### src/mcss_pkg.sv
// Shared constants, codes and control types for the Markov chain state sampler.
package mcss_pkg;

    localparam int MAX_STATES     = 16;
    localparam int PROB_FRAC_BITS = 16;

    localparam int IDX_W     = $clog2(MAX_STATES);
    localparam int CNT_W     = IDX_W + 1;
    localparam int PROB_W    = PROB_FRAC_BITS + 1;
    localparam int UNI_W     = PROB_FRAC_BITS;
    localparam int SUM_W     = PROB_W + IDX_W;
    localparam int TBL_DEPTH = MAX_STATES * MAX_STATES;
    localparam int TBL_AW    = 2 * IDX_W;

    localparam int NUM_W     = 5;
    localparam int MIN_STATES = 2;
    localparam int NUM_RESET = 2;

    localparam int OP_W        = 2;
    localparam int IN_TDATA_W  = 48;
    localparam int OUT_TDATA_W = 8;
    localparam int APB_AW      = 3;
    localparam int APB_DW      = 32;

    typedef enum logic [OP_W-1:0] {
        OP_LOAD = 2'd0,
        OP_SET  = 2'd1,
        OP_STEP = 2'd2,
        OP_RSVD = 2'd3
    } op_t;

    typedef enum logic {
        ST_IDLE = 1'b0,
        ST_WALK = 1'b1
    } state_t;

    typedef struct packed {
        logic load;
        logic set;
        logic other;
        logic start;
        logic walk;
    } ctrl_cmd_t;

    typedef struct packed {
        logic out_busy;
        logic walk_done;
    } ctrl_stat_t;

endpackage

### src/mcss_ctrl.sv
// Controller state machine: accepts transfers and sequences the row walk.
module mcss_ctrl (
    input  logic                  clk,
    input  logic                  rst_n,
    input  logic                  s_tvalid,
    output logic                  s_tready,
    input  logic [mcss_pkg::OP_W-1:0] op,
    input  logic                  m_tready,
    input  mcss_pkg::ctrl_stat_t  stat,
    output mcss_pkg::ctrl_cmd_t   cmd
);

    import mcss_pkg::*;

    state_t state_reg;
    state_t state_next;
    logic   accept;
    op_t    op_code;

    assign op_code = op_t'(op);
    assign s_tready = (state_reg == ST_IDLE) && (!stat.out_busy || m_tready);
    assign accept = s_tvalid && s_tready;

    always_ff @(posedge clk or negedge rst_n)
    begin
        if (!rst_n)
        begin
            state_reg <= ST_IDLE;
        end
        else
        begin
            state_reg <= state_next;
        end
    end

    always_comb
    begin
        state_next = state_reg;
        case (state_reg)
            ST_IDLE:
            begin
                if (accept && op_code == OP_STEP)
                begin
                    state_next = ST_WALK;
                end
            end
            ST_WALK:
            begin
                if (stat.walk_done)
                begin
                    state_next = ST_IDLE;
                end
            end
            default:
            begin
                state_next = ST_IDLE;
            end
        endcase
    end

    always_comb
    begin
        cmd = '0;
        case (state_reg)
            ST_IDLE:
            begin
                cmd.load  = accept && op_code == OP_LOAD;
                cmd.set   = accept && op_code == OP_SET;
                cmd.start = accept && op_code == OP_STEP;
                cmd.other = accept && op_code == OP_RSVD;
            end
            ST_WALK:
            begin
                cmd.walk = 1'b1;
            end
            default:
            begin
                cmd = '0;
            end
        endcase
    end

endmodule

### config.mk
export PLATFORM = sky130hd
export DESIGN_NAME = mcss_ctrl
export DESIGN_NICKNAME = d
export VERILOG_FILES = /design/src/mcss_pkg.sv /design/src/mcss_ctrl.sv
export SDC_FILE = /design/constraint.sdc
export NUM_CORES = 1
export LEC_CHECK = 0
export BUFFER_PORTS_ARGS = -buffer_cell sky130_fd_sc_hd__buf_2
export CORE_AREA = 2 2 39 41
export DETAILED_ROUTE_END_ITERATION = 7
export DIE_AREA = 0 0 41 43
export PLACE_DENSITY = 0.33
export SLEW_MARGIN = 20
export SYNTH_ARGS = -nofsm -noshare
export SYNTH_HDL_FRONTEND = slang
export SYNTH_SLANG_ARGS = --single-unit
### constraint.sdc
create_clock -name clk -period 1.5 [get_ports clk]
set_clock_uncertainty 0.2 [all_clocks]
set_input_delay 0.3 -clock clk [delete_from_list [all_inputs] [get_ports clk]]
set_output_delay 0.3 -clock clk [all_outputs]
set_load 0.05 [all_outputs]
==> metrics, run 1 <==
status finished, violations left; failing checks negative setup slack; Starting Density 9.49%; synth warn 0; Ports 14; internal power 75.6 uW; register area 25.0 um2; sequential power share 22.2%; P_leak 0.000140 uW; VDD IR max 0.136 mV; R2R depth 3; WHS 0.368 ns; Avg Inst Size Synth 10.1 um2; Area after DPL 259 um2; fmax 0.662 GHz; hold depth 3; Net Sw Frac 46.0%; Clock power frac 0%; total global-route track usage 5.80%; RSZ-0062 raised after global routing true; Final Util 23.3%; hold path start stat[0]; core footprint 1380 um2; antenna violations before repair 0; measured slew at the worst slew-check pin 0.296 ns; maxcap violations 0; number of global-route vias before repair 180; cell taking the most area after synthesis dfrtp_1; detailed placement HPWL 354 um; drt pass-1 iters 1; area growth from synthesis to layout 146%; Worst EP required 1.00 ns; FP Rows 14; worst-path maximum fanout 6; Finished Cell Area 323 um2; endpoint of the worst-slack reg-to-reg timing path state_reg; Startpoint Class primary input; most area-consuming cells after synthesis dfrtp_1, nor4b_2, nand2b_4, nor2b_4, o31ai_2; Fin Setup TNS -0.0218 ns; Critical Path End Type output port; PnR worst setup slack -0.0113 ns; Cell variety after synth 13; Reg clk slew, reported paths 0 ns; most frequent cells in the layout buf_2, buf_4, buf_6; ratio of cells with drive above 1 in the final layout 79.3%; CP arrival 1.01 ns; detailed-route wire length 437 um; Final Hold Viols 0; part of the cycle the worst path needs 101%; antenna viol nets, final 0; Synth Register Bits 1; gr ovfl total 0; Final Max Tran Viols 0; Mapped Area 131 um2; Die W 41 um; Hold Path End state_reg; clk_lat worst skew 0 ns; Synth Net Count 21; Routed wire per std cell 9.71 um; fillers 153; Reg-to-Reg Start state_reg; Slew headroom 80.2%; die height 43 um; first-pass GRT wire length 772 um; largest net degree at the start of global routing 7; Yosys top cell area share 19.0%; crit path kind in -> out; Final Critical Period 1.51 ns; Die Footprint 1760 um2; Seq/Total Area, Yosys 19.0%; Hold Path Class in -> reg; sw power 64.4 uW; Syn Inst Count 13; Inst Count DP 43; area occupied by multi-input gates 134 um2; Setup violations, final 2; 1st-iter DRT viols 0; Non-Filler Instances 45; I/O Buffers 13; max reg flops 1; vias per std cell 3.53; DR vias 159; # DRC 0; Ant. Diodes 0; Final Wtd Congestion 0.652; Comb pwr share 77.8%; Pwr per Cell Area 434 nW/um2; worst reg2reg setup slack 0.42 ns; fin nets 39
## power groups by stage
| stage | combinational, uW | clock, uW | sequential (uW) |
|---|---|---|---|
| 2_1_floorplan | 63.9 | 0 | 32.4 |
| 3_3_place_gp | 90.6 | 0 | 31.0 |
| 3_5_place_dp | 93.2 | 0 | 30.9 |
| 4_1_cts | 99.3 | 0 | 31.3 |
| 5_1_grt | 115 | 0 | 31.6 |
| 6_report | 109 | 0 | 31.1 |
## kinds of logic after synthesis
logic type | Yosys count | synth area share (%)
simple gates | 10 | 65.7
compound gates | 1 | 9.52
buf+inv | 1 | 5.72
flops | 1 | 19.0
## per-stage QoR
stage | setup WS, ns | power [uW]
finish | -0.0113 | 140
global route | -0.0485 | 147
CTS | -0.0223 | 131
detailed placement | -0.0885 | 124
global placement | -0.0862 | 122
floorplan | -0.219 | 96.3
## worst max-delay path: stages
cell and delay [ns]:
buf_6 0.09, nor2b_4 0.16, nor4_4 0.27, buf_6 0.19
## area by class of cell
cell class / instances / area share [%]
multi-input combinational: 11 / 41.5
sequential: 1 / 7.75
tap: 16 / 6.20
timing repair buffer: 17 / 44.6
## what timing repair did
action,CTS,global route
hold buffers,1,0
buffers inserted,0,1
gates resized for setup,6,10
endpoints found under the setup margin,4,5
pin swaps,0,3
endpoints found under the hold margin,1,0
## worst max path at each step
stage	end	startpoint	slack, ns	depth (start not counted)
2_1_floorplan	cmd[3]	state_reg	-0.22	2
3_3_place_gp	cmd[3]	stat[1]	-0.09	4
3_5_place_dp	cmd[3]	stat[1]	-0.09	4
4_1_cts	cmd[3]	stat[1]	-0.02	4
5_1_grt	cmd[3]	stat[1]	-0.05	4
6_report	cmd[4]	stat[1]	-0.01	4
## synthesized netlist by cell type
master,count
nor4_1,1
nand3b_1,1
nor3_2,1
nor2b_4,1
nor4b_2,1
buf_4,1
o31ai_2,1
nand2b_4,1
nor2_1,1
or2b_1,1
nor3_1,1
dfrtp_1,1
nand2_1,1
## per-layer routing
layer | routed length (um) | GRT usage (%) | vias up
li1 | - | - | 79
met1 | 169 | 7.30 | 66
met2 | 193 | 10.0 | 14
met3 | 74 | 1.57 | 0
met4 | 0 | 0 | 0
met5 | 0 | 0 | -
Note: power is estimated with default switching activity, not from simulation.
==> run 2, diff against run 1 <==
--- a/config.mk
+++ b/config.mk
@@ -9,7 +9,9 @@
 export CORE_AREA = 2 2 39 41
 export DETAILED_ROUTE_END_ITERATION = 7
 export DIE_AREA = 0 0 41 43
+export GPL_TIMING_DRIVEN = 0
 export PLACE_DENSITY = 0.33
+export SETUP_SLACK_MARGIN = 0.5
 export SLEW_MARGIN = 20
 export SYNTH_ARGS = -nofsm -noshare
 export SYNTH_HDL_FRONTEND = slang
==> metrics, run 2 (synthesis gave the netlist of run 1 again) <==
Die W 41 um (unchanged); worst-path maximum fanout 6 (unchanged); Net Sw Frac 42.4% (-3.6 points); maxcap violations 0 (unchanged); antenna violations before repair 0 (unchanged); Reg-to-Reg Start state_reg; max reg flops 1 (unchanged); Fin Setup TNS -0.0111 ns (+0.0107 ns); area occupied by multi-input gates 136 um2 (+1.9%); # DRC 0 (unchanged); gr ovfl total 0 (unchanged); Pwr per Cell Area 423 nW/um2 (-2.5%); Routed wire per std cell 9.78 um (+0.66%); Clock power frac 0% (unchanged); Final Util 27.5% (+4.2 points); Die Footprint 1760 um2 (unchanged); Slew headroom 82.7% (+2.5 points); Inst Count DP 42 (-2.3%); Reg clk slew, reported paths 0 ns (unchanged); crit path kind in -> out; Starting Density 9.49% (unchanged); detailed-route wire length 479 um (+9.6%); PnR worst setup slack -0.0111 ns (+0.000192 ns); drt pass-1 iters 1 (unchanged); measured slew at the worst slew-check pin 0.259 ns (-0.0370 ns); sw power 68.2 uW (+5.9%); Final Critical Period 1.51 ns (-0.000192 ns); Critical-path top delay cell buf_6; Ports 14 (unchanged); die height 43 um (unchanged); detailed placement HPWL 360 um (+1.6%); hold path start stat[0]; Startpoint Class primary input; area growth from synthesis to layout 190%; DR vias 183 (+15%); R2R depth 3 (unchanged); 1st-iter DRT viols 0 (unchanged); core footprint 1380 um2 (unchanged); P_leak 0.000166 uW (+19%); worst-path cell chain buf_6 > nor2b_4 > buf_6 > nor3_4 > buf_6; Final Hold Viols 0 (unchanged); failing checks negative setup slack; Final Max Tran Viols 0 (unchanged); Worst EP required 1.00 ns (about the same); ratio of cells with drive above 1 in the final layout 87.9% (+8.6 points); VDD IR max 0.137 mV (+1.2%); Hold Path End state_reg; worst reg2reg setup slack 0.40 ns (-0.02 ns); most frequent cells in the layout buf_6, buf_4, buf_2; status finished, violations left; Comb pwr share 80.2% (+2.4 points); fmax 0.662 GHz (about the same); largest net degree at the start of global routing 7 (unchanged); Hold Path Class in -> reg; part of the cycle the worst path needs 101% (about the same); fin nets 43 (+10%); first-pass GRT wire length 745 um (-3.5%); endpoint of the worst-slack reg-to-reg timing path state_reg; RSZ-0062 raised after global routing true; CP arrival 1.01 ns (about the same); leading cell type in the layout, fill and taps excluded buf_6; register area 26.3 um2 (+5.0%); number of global-route vias before repair 178 (-1.1%); I/O Buffers 13 (unchanged); Non-Filler Instances 49 (+8.9%); CP dominant cell by count buf_6; antenna viol nets, final 0 (unchanged); clk_lat worst skew 0 ns (unchanged); total global-route track usage 6.01% (+0.21 points); FP Rows 14 (unchanged); hold depth 3 (unchanged); Setup violations, final 1 (-1); Worst path max stage delay 0.18 ns (-0.09 ns); Ant. Diodes 0 (unchanged); fillers 155 (+1.3%); vias per std cell 3.73 (+5.7%); internal power 92.6 uW (+22%); Critical Path End Type output port; Final Wtd Congestion 0.692 (+6.2%); sequential power share 19.8% (-2.4 points)
[run 2: cell types whose count changed in the layout (fill, tap and decap cells not counted), sizes merged]
cell | previous run | this run
buf | 16 | 19
clkbuf | 0 | 1
[run 2: repair_timing]
| item | 4_1_cts | 5_1_grt |
|---|---|---|
| hold endpoints to repair | 1 | 0 |
| gates resized for setup | 20 | 2 |
| setup buffers | 3 | 3 |
| endpoints found under the setup margin | 7 | 7 |
| hold buffers | 1 | 0 |
| pin swaps | 2 | 3 |
[run 2: worst max-delay path by stage]
| stage | start | to | slack [ns] | depth (start not counted) |
|---|---|---|---|---|
| detailed placement | state_reg | cmd[3] | -0.14 | 3 |
| finish | stat[1] | cmd[2] | -0.01 | 5 |
| CTS | state_reg | cmd[3] | -0.02 | 3 |
| global placement | state_reg | cmd[3] | -0.12 | 3 |
| floorplan | state_reg | cmd[3] | -0.22 | 2 |
| global route | state_reg | cmd[3] | -0.05 | 3 |
[run 2: critical path, delay by kind of cell]
kind | cells | cell delay (ns)
buffers and inverters | 3 | 0.39
AND/OR/NAND/NOR | 2 | 0.32
[run 2: power by group through the flow]
| stage | logic (uW) | registers, uW | clock network [uW] |
|---|---|---|---|
| floorplan | 63.9 | 32.4 | 0 |
| global placement | 86.6 | 33.2 | 0 |
| detailed placement | 88.9 | 33.3 | 0 |
| CTS | 123 | 32.1 | 0 |
| global route | 137 | 32.4 | 0 |
| finish | 129 | 31.9 | 0 |
[run 2: per-stage QoR]
stage                     worst slack (ns)  total power (uW)  hold WS [ns]  cell area (um2)
after floorplan                     -0.219              96.3        -0.196              166
after global placement              -0.121               120        -0.126              251
after detailed placement            -0.141               122        -0.123              251
after CTS                          -0.0202               155         0.373              352
after global routing               -0.0484               169         0.400              380
final                              -0.0111               161         0.378              380
[run 2: final cells by class]
type / instances / area share (%)
Timing Repair Buffer: 20 / 50.0
Sequential cell: 1 / 6.91
Multi-Input combinational cell: 11 / 35.9
Buffer: 1 / 1.97
Tap cell: 16 / 5.26
[run 2: routing by layer]
metal / wire, um / vias to the layer above / track usage, %
met3: 72 / 0 / 1.57
met5: 0 / - / 0
met1: 149 / 82 / 6.69
li1: - / 87 / -
met4: 0 / 0 / 0
met2: 257 / 14 / 11.3
