<file path="src/mcss_pkg.sv">
// Shared constants, codes and control types for the Markov chain state sampler.
package mcss_pkg;

    localparam int MAX_STATES     = 16;
    localparam int PROB_FRAC_BITS = 16;

    localparam int IDX_W     = $clog2(MAX_STATES);
    localparam int CNT_W     = IDX_W + 1;
    localparam int PROB_W    = PROB_FRAC_BITS + 1;
    localparam int UNI_W     = PROB_FRAC_BITS;
    localparam int SUM_W     = PROB_W + IDX_W;
    localparam int TBL_DEPTH = MAX_STATES * MAX_STATES;
    localparam int TBL_AW    = 2 * IDX_W;

    localparam int NUM_W     = 5;
    localparam int MIN_STATES = 2;
    localparam int NUM_RESET = 2;

    localparam int OP_W        = 2;
    localparam int IN_TDATA_W  = 48;
    localparam int OUT_TDATA_W = 8;
    localparam int APB_AW      = 3;
    localparam int APB_DW      = 32;

    typedef enum logic [OP_W-1:0] {
        OP_LOAD = 2'd0,
        OP_SET  = 2'd1,
        OP_STEP = 2'd2,
        OP_RSVD = 2'd3
    } op_t;

    typedef enum logic {
        ST_IDLE = 1'b0,
        ST_WALK = 1'b1
    } state_t;

    typedef struct packed {
        logic load;
        logic set;
        logic other;
        logic start;
        logic walk;
    } ctrl_cmd_t;

    typedef struct packed {
        logic out_busy;
        logic walk_done;
    } ctrl_stat_t;

endpackage

</file>
<file path="src/mcss_ram.sv">
// Generic single-write, single-read RAM with registered read data.
module mcss_ram #(
    parameter int WIDTH = 8,
    parameter int DEPTH = 16
) (
    input  logic                     clk,
    input  logic                     we,
    input  logic [$clog2(DEPTH)-1:0] waddr,
    input  logic [WIDTH-1:0]         wdata,
    input  logic                     re,
    input  logic [$clog2(DEPTH)-1:0] raddr,
    output logic [WIDTH-1:0]         rdata
);

    logic [WIDTH-1:0] mem [DEPTH];
    logic [WIDTH-1:0] rdata_reg;

    always_ff @(posedge clk)
    begin
        if (we)
        begin
            mem[waddr] <= wdata;
        end
        if (re)
        begin
            rdata_reg <= mem[raddr];
        end
    end

    assign rdata = rdata_reg;

endmodule

</file>
<file path="src/mcss_datapath.sv">
// Datapath: state count, current state, transition table, running sum, output register.
module mcss_datapath (
    input  logic                              clk,
    input  logic                              rst_n,
    input  mcss_pkg::ctrl_cmd_t               cmd,
    output mcss_pkg::ctrl_stat_t              stat,
    input  logic [mcss_pkg::IDX_W-1:0]        row,
    input  logic [mcss_pkg::IDX_W-1:0]        col,
    input  logic [mcss_pkg::PROB_W-1:0]       probability,
    input  logic [mcss_pkg::IDX_W-1:0]        new_state,
    input  logic [mcss_pkg::UNI_W-1:0]        uniform_value,
    input  logic                              cfg_we,
    input  logic [mcss_pkg::NUM_W-1:0]        cfg_wdata,
    output logic [mcss_pkg::NUM_W-1:0]        num_states,
    input  logic                              m_tready,
    output logic                              m_tvalid,
    output logic [mcss_pkg::IDX_W-1:0]        current_state,
    output logic                              error
);

    import mcss_pkg::*;

    localparam logic [CNT_W-1:0] N_MIN = CNT_W'(MIN_STATES);
    localparam logic [CNT_W-1:0] N_MAX = CNT_W'(MAX_STATES);

    logic [NUM_W-1:0]  num_states_reg, num_states_next;
    logic [IDX_W-1:0]  present_reg, present_next;
    logic [UNI_W-1:0]  uni_reg, uni_next;
    logic [SUM_W-1:0]  sum_reg, sum_next;
    logic [IDX_W-1:0]  rd_col_reg, rd_col_next;
    logic [IDX_W-1:0]  acc_col_reg, acc_col_next;
    logic              pend_reg, pend_next;
    logic              out_valid_reg, out_valid_next;
    logic [IDX_W-1:0]  out_state_reg, out_state_next;
    logic              out_err_reg, out_err_next;

    logic [CNT_W-1:0]  n_eff;
    logic [CNT_W-1:0]  num_ext;
    logic [IDX_W-1:0]  last_col;
    logic              load_bad, set_bad;
    logic [PROB_W-1:0] rd_data;
    logic [SUM_W-1:0]  sum_new;
    logic              hit, done;
    logic [IDX_W-1:0]  pick;

    // clamp the state count into [2, MAX_STATES]
    assign num_ext = CNT_W'(num_states_reg);
    always_comb
    begin
        if (num_ext < N_MIN)
        begin
            n_eff = N_MIN;
        end
        else if (num_ext > N_MAX)
        begin
            n_eff = N_MAX;
        end
        else
        begin
            n_eff = num_ext;
        end
    end

    assign last_col = IDX_W'(n_eff - CNT_W'(1));
    assign load_bad = (CNT_W'(row) >= n_eff) || (CNT_W'(col) >= n_eff);
    assign set_bad  = CNT_W'(new_state) >= n_eff;

    mcss_ram #(
        .WIDTH (PROB_W),
        .DEPTH (TBL_DEPTH)
    ) u_table (
        .clk   (clk),
        .we    (cmd.load && !load_bad),
        .waddr ({row, col}),
        .wdata (probability),
        .re    (cmd.walk),
        .raddr ({present_reg, rd_col_reg}),
        .rdata (rd_data)
    );

    assign sum_new = sum_reg + SUM_W'(rd_data);
    assign hit     = SUM_W'(uni_reg) < sum_new;
    assign done    = cmd.walk && pend_reg && (hit || acc_col_reg == last_col);
    assign pick    = hit ? acc_col_reg : last_col;

    always_comb
    begin
        num_states_next = num_states_reg;
        present_next    = present_reg;
        uni_next        = uni_reg;
        sum_next        = sum_reg;
        rd_col_next     = rd_col_reg;
        acc_col_next    = acc_col_reg;
        pend_next       = pend_reg;
        out_valid_next  = out_valid_reg && !m_tready;
        out_state_next  = out_state_reg;
        out_err_next    = out_err_reg;

        if (cfg_we)
        begin
            num_states_next = cfg_wdata;
        end

        if (cmd.set && !set_bad)
        begin
            present_next = new_state;
        end

        if (cmd.start)
        begin
            uni_next    = uniform_value;
            sum_next    = '0;
            rd_col_next = '0;
            pend_next   = 1'b0;
        end

        if (cmd.walk)
        begin
            rd_col_next  = rd_col_reg + IDX_W'(1);
            acc_col_next = rd_col_reg;
            pend_next    = 1'b1;
            if (pend_reg)
            begin
                sum_next = sum_new;
            end
        end

        if (done)
        begin
            present_next = pick;
        end

        if (cmd.load || cmd.set || cmd.other || done)
        begin
            out_valid_next = 1'b1;
            out_state_next = present_next;
            out_err_next   = (cmd.load && load_bad) || (cmd.set && set_bad);
        end
    end

    always_ff @(posedge clk or negedge rst_n)
    begin
        if (!rst_n)
        begin
            num_states_reg <= NUM_W'(NUM_RESET);
            present_reg    <= '0;
            pend_reg       <= 1'b0;
            out_valid_reg  <= 1'b0;
        end
        else
        begin
            num_states_reg <= num_states_next;
            present_reg    <= present_next;
            pend_reg       <= pend_next;
            out_valid_reg  <= out_valid_next;
        end
    end

    always_ff @(posedge clk)
    begin
        uni_reg       <= uni_next;
        sum_reg       <= sum_next;
        rd_col_reg    <= rd_col_next;
        acc_col_reg   <= acc_col_next;
        out_state_reg <= out_state_next;
        out_err_reg   <= out_err_next;
    end

    assign stat.out_busy  = out_valid_reg;
    assign stat.walk_done = done;
    assign num_states     = num_states_reg;
    assign m_tvalid       = out_valid_reg;
    assign current_state  = out_state_reg;
    assign error          = out_err_reg;

endmodule

</file>
<file path="config.mk">
export PLATFORM = sky130hd
export DESIGN_NAME = mcss_datapath
export DESIGN_NICKNAME = d
export VERILOG_FILES = /design/src/mcss_pkg.sv /design/src/mcss_ram.sv /design/src/mcss_datapath.sv
export SDC_FILE = /design/constraint.sdc
export NUM_CORES = 2
export LEC_CHECK = 0
export ABC_AREA = 0
export BUFFER_PORTS_ARGS = -buffer_cell sky130_fd_sc_hd__buf_4
export CORE_ASPECT_RATIO = 2
export CORE_MARGIN = 3
export CORE_UTILIZATION = 53
export CTS_CLUSTER_SIZE = 25
export DETAILED_ROUTE_END_ITERATION = 6
export HOLD_SLACK_MARGIN = 0.08
export PLACE_DENSITY = 0.75
export SLEW_MARGIN = 40
export SYNTH_ARGS = -nofsm -noshare
export SYNTH_HDL_FRONTEND = slang
export SYNTH_MEMORY_MAX_BITS = 65536
export SYNTH_SLANG_ARGS = --single-unit
</file>
<file path="constraint.sdc">
create_clock -name clk -period 7.9 [get_ports clk]
set_input_delay 0.395 -clock clk [delete_from_list [all_inputs] [get_ports clk]]
set_output_delay 0.395 -clock clk [all_outputs]
set_load 0.005 [all_outputs]
</file>
==> flow_metrics.tcl <==
set metrics [dict create \
    design_area_sq_um 191000 \
    timing.critical_path.fanout_max 10 \
    antenna_violations_before_repair 33 \
    timing.rr.end "u_table.rdata[9]" \
    core_sq_um 319000 \
    overflow 0 \
    timing_hold_violations_final 0 \
    dr.first_iter.drc_count 10601 \
    rr_startpoint "rd_col_reg[0]" \
    yosys_most_used_dff "sky130_fd_sc_hd__edfxtp_1" \
    clock-sinks 4430 \
    vdd_drop_max_v 0.000255 \
    routed-via-count 79443 \
    p_per_area_nw_per_um2 270 \
    hpwl_um 264000 \
    count_of_unique_library_cells_instantiated_by_yosys 64 \
    max_cap_viol_count 0 \
    drive_above_1_share_pct 31.9 \
    min_path_type "input pin to register" \
    hold_depth 1 \
    crit_path_end_kind "output pin" \
    largest_register_ffs 4352 \
    worst_slew_pin_slew_ns 1.00 \
    fin_nets 7515 \
    gp_congestion 0.951 \
    cts_tree "done" \
    slew-limit-headroom_pct 33.3 \
    power_leakage_uw 0.0582 \
    syn2layout_area_growth_pct 11.8 \
    die_h_um 808 \
    row_count 293 \
    drc 0 \
    cp.required_ns 7.51 \
    placedCellCount 11271 \
    cts.repair.resized 0 \
    yosysWarningCount 0 \
    die-area_sq_um 329000 \
    postSynthRegisterBits 4430 \
    setup_total_negative_slack_ns 0 \
    root_buffer "sky130_fd_sc_hd__clkbuf_16" \
    fin_total_pwr_uw 51400 \
    initial_utilization_pct 53.4 \
    fin_crit_ns 5.90 \
    design.portCount 72 \
    rr_worst_depth 8 \
    clkTransAtPathRegs_ns 0.07 \
    clock_buffer_count_from_cts 347 \
    regToRegSetupSlack_ns 2.53 \
    vias_in_the_first_global_route 81113 \
    hp-start "probability[14]" \
    grt_util_all_layers_pct 27.0 \
    avgViaCountPerCell 6.63 \
    path_class "register to output pin" \
    synthesis.instances 6931 \
    die-width_um 407 \
    max-clock-path-buffers 4 \
    drt_first_pass_iters 6 \
    synth-edff-count 4398 \
    wl_per_cell_um 36.6 \
    final_cells 11980 \
    grt_setup_unrepaired "false" \
    drt-total-wl_um 439000 \
    timing.clock.skew_ns 0.0530 \
    worstSkewPairLatency_ns 0.93 \
    layout_worst_path_cycle_share_pct 74.7 \
    worstHoldEndpoint "u_table.mem[192][14]" \
    syn-num-nets 7037 \
    portBuffers 71 \
    cts_max_level 5 \
    wire_length_of_the_first_global_routing_pass_um 624000 \
    largest_net_degree_at_the_start_of_global_routing 169 \
    share_of_flip_flops_with_an_asynchronous_set_or_reset_pct 0.248 \
    status "finished, final reports clean" \
    synth.avg_cell_area_sq_um 24.6 \
    timing.final.max_slew_violations 0 \
    drtAntennaViolNets 0 \
    worstSetupStartpointType "register" \
    post_dp_cell_area_sq_um 178000 \
    synth-seq-area-share_pct 77.9 \
    fmaxAchievable_mhz 169 \
    timing.critical_path.arrival_ns 5.51 \
    synthesis.area_sq_um 170000 \
    setup_viol 0 \
]
worst max-delay path, cell delays in order, from the launching register on:
cell and delay [ns]:
sky130_fd_sc_hd__edfxtp_1 0.38, sky130_fd_sc_hd__ha_1 0.24, sky130_fd_sc_hd__fa_1 0.44, sky130_fd_sc_hd__a211o_1 0.32
sky130_fd_sc_hd__a21boi_1 0.28, sky130_fd_sc_hd__nor2_1 0.12, sky130_fd_sc_hd__a21o_1 0.19, sky130_fd_sc_hd__a21oi_1 0.18
sky130_fd_sc_hd__xor2_1 0.31, sky130_fd_sc_hd__ha_1 0.31, sky130_fd_sc_hd__a21o_1 0.16, sky130_fd_sc_hd__a21o_1 0.16
sky130_fd_sc_hd__a21oi_1 0.12, sky130_fd_sc_hd__o21ai_0 0.11, sky130_fd_sc_hd__a221oi_1 0.62, sky130_fd_sc_hd__buf_4 0.29
sky130_fd_sc_hd__o31ai_1 0.14, sky130_fd_sc_hd__inv_1 0.12, sky130_fd_sc_hd__buf_4 0.11
stage by stage:
| stage | setup slack (ns) | utilization (%) | hold WS, ns |
|---|---|---|---|
| after global routing | 1.75 | 59.7 | 0.170 |
| final | 2.00 | 59.7 | 0.141 |
| after global placement | 2.25 | 55.7 | 0.258 |
| after floorplan | 3.26 | - | 0.0994 |
| after detailed placement | 2.72 | 55.9 | 0.265 |
| after CTS | 1.98 | 59.5 | 0.0899 |
layer usage:
metal / GRT usage (%) / vias up / routed length [um]
met4: 16.4 / 26 / 33300
li1: - / 30911 / -
met2: 46.4 / 4950 / 231000
met3: 4.38 / 1058 / 36200
met5: 0 / - / 174
met1: 31.8 / 42498 / 138000
final cells by class:
type / instances / area, sq um
antenna: 18 / 45.0
clock buffer: 398 / 8930
clock inverter: 227 / 2220
fill: 20953 / 129000
inverter: 14 / 52.6
multi-input combinational: 2106 / 36100
sequential: 4430 / 133000
tap: 4277 / 5350
timing repair buffer: 510 / 5040
layout by cell type, fill, tap and decap left out, drive strengths merged, types with 8 or more instances in the layout:
master / count
nor3: 11
inv: 30
bufinv: 34
a22oi: 34
clkinvlp: 28
mux4: 1428
dfxtp: 21
ha: 46
xnor2: 8
buf: 451
a21o: 18
or2: 9
clkbuf: 406
diode: 18
clkinv: 149
nand2: 51
xor2: 11
a21oi: 27
dfrtp: 10
dlygate4sd3: 51
nor2: 281
edfxtp: 4398
mux2: 8
nand2b: 13
nand3: 36
o21ai: 38
cells in the mapped netlist, types with 3 or more instances:
cell	count	area, sq um
sky130_fd_sc_hd__o21ai_0	37	185
sky130_fd_sc_hd__a21o_1	18	135
sky130_fd_sc_hd__inv_1	13	48.8
sky130_fd_sc_hd__nand2b_1	13	81.3
sky130_fd_sc_hd__o21a_1	5	37.5
sky130_fd_sc_hd__xor2_1	11	96.3
sky130_fd_sc_hd__buf_4	6	45.0
sky130_fd_sc_hd__ha_1	46	576
sky130_fd_sc_hd__nor2_1	281	1050
sky130_fd_sc_hd__clkbuf_1	224	841
sky130_fd_sc_hd__a221oi_1	3	26.3
sky130_fd_sc_hd__nand2_1	51	191
sky130_fd_sc_hd__xnor2_1	8	70.1
sky130_fd_sc_hd__and2_1	5	31.3
sky130_fd_sc_hd__nand4_1	6	37.5
sky130_fd_sc_hd__nor3_1	11	55.1
sky130_fd_sc_hd__nor2b_1	7	43.8
sky130_fd_sc_hd__edfxtp_1	4398	132000
sky130_fd_sc_hd__or3_1	3	18.8
sky130_fd_sc_hd__nand3_1	36	180
sky130_fd_sc_hd__and3_1	3	18.8
sky130_fd_sc_hd__mux2_2	8	90.1
sky130_fd_sc_hd__mux4_2	1428	32200
sky130_fd_sc_hd__mux2i_1	3	30.0
sky130_fd_sc_hd__a22oi_1	34	255
sky130_fd_sc_hd__nand3b_1	3	22.5
sky130_fd_sc_hd__a31oi_1	3	18.8
sky130_fd_sc_hd__dfrtp_1	10	250
sky130_fd_sc_hd__buf_2	105	526
sky130_fd_sc_hd__a211oi_1	7	52.6
sky130_fd_sc_hd__or2_2	9	56.3
sky130_fd_sc_hd__dfxtp_1	21	420
sky130_fd_sc_hd__nor4_1	4	25.0
sky130_fd_sc_hd__a21oi_1	27	135
sky130_fd_sc_hd__buf_1	45	169
kinds of logic after synthesis:
logic type	share of synthesized area, %
flip-flops	77.9
multiplexers	18.9
AND/OR/NAND/NOR	1.11
buffers and inverters	0.965
AO/OA/AOI/OAI	0.634
adder cells (fa/ha/maj)	0.349
XOR/XNOR	0.0976
worst max-delay path by stage:
stage | start | end | slack, ns
4_1_cts | u_table.rdata[0] | stat[0] | 1.98
5_1_grt | u_table.rdata[0] | stat[0] | 1.75
3_3_place_gp | num_states[1] | u_table.mem[172][10] | 2.25
6_report | u_table.rdata[0] | stat[0] | 2.00
3_5_place_dp | rd_col_reg[0] | u_table.rdata[0] | 2.72
2_1_floorplan | num_states[1] | u_table.mem[180][0] | 3.26
report_power, final:
group	leakage (uW)	internal [uW]	total, uW	switching (uW)
logic	0.0129	2980	7710	4730
clock network	0.00541	9320	17500	8210
registers	0.0399	26000	26200	198
repair_timing:
item	in CTS	in global routing
endpoints found under the hold margin	635	115
setup buffers	0	0
hold buffers	48	3
Power figures use the tool's default switching activity.
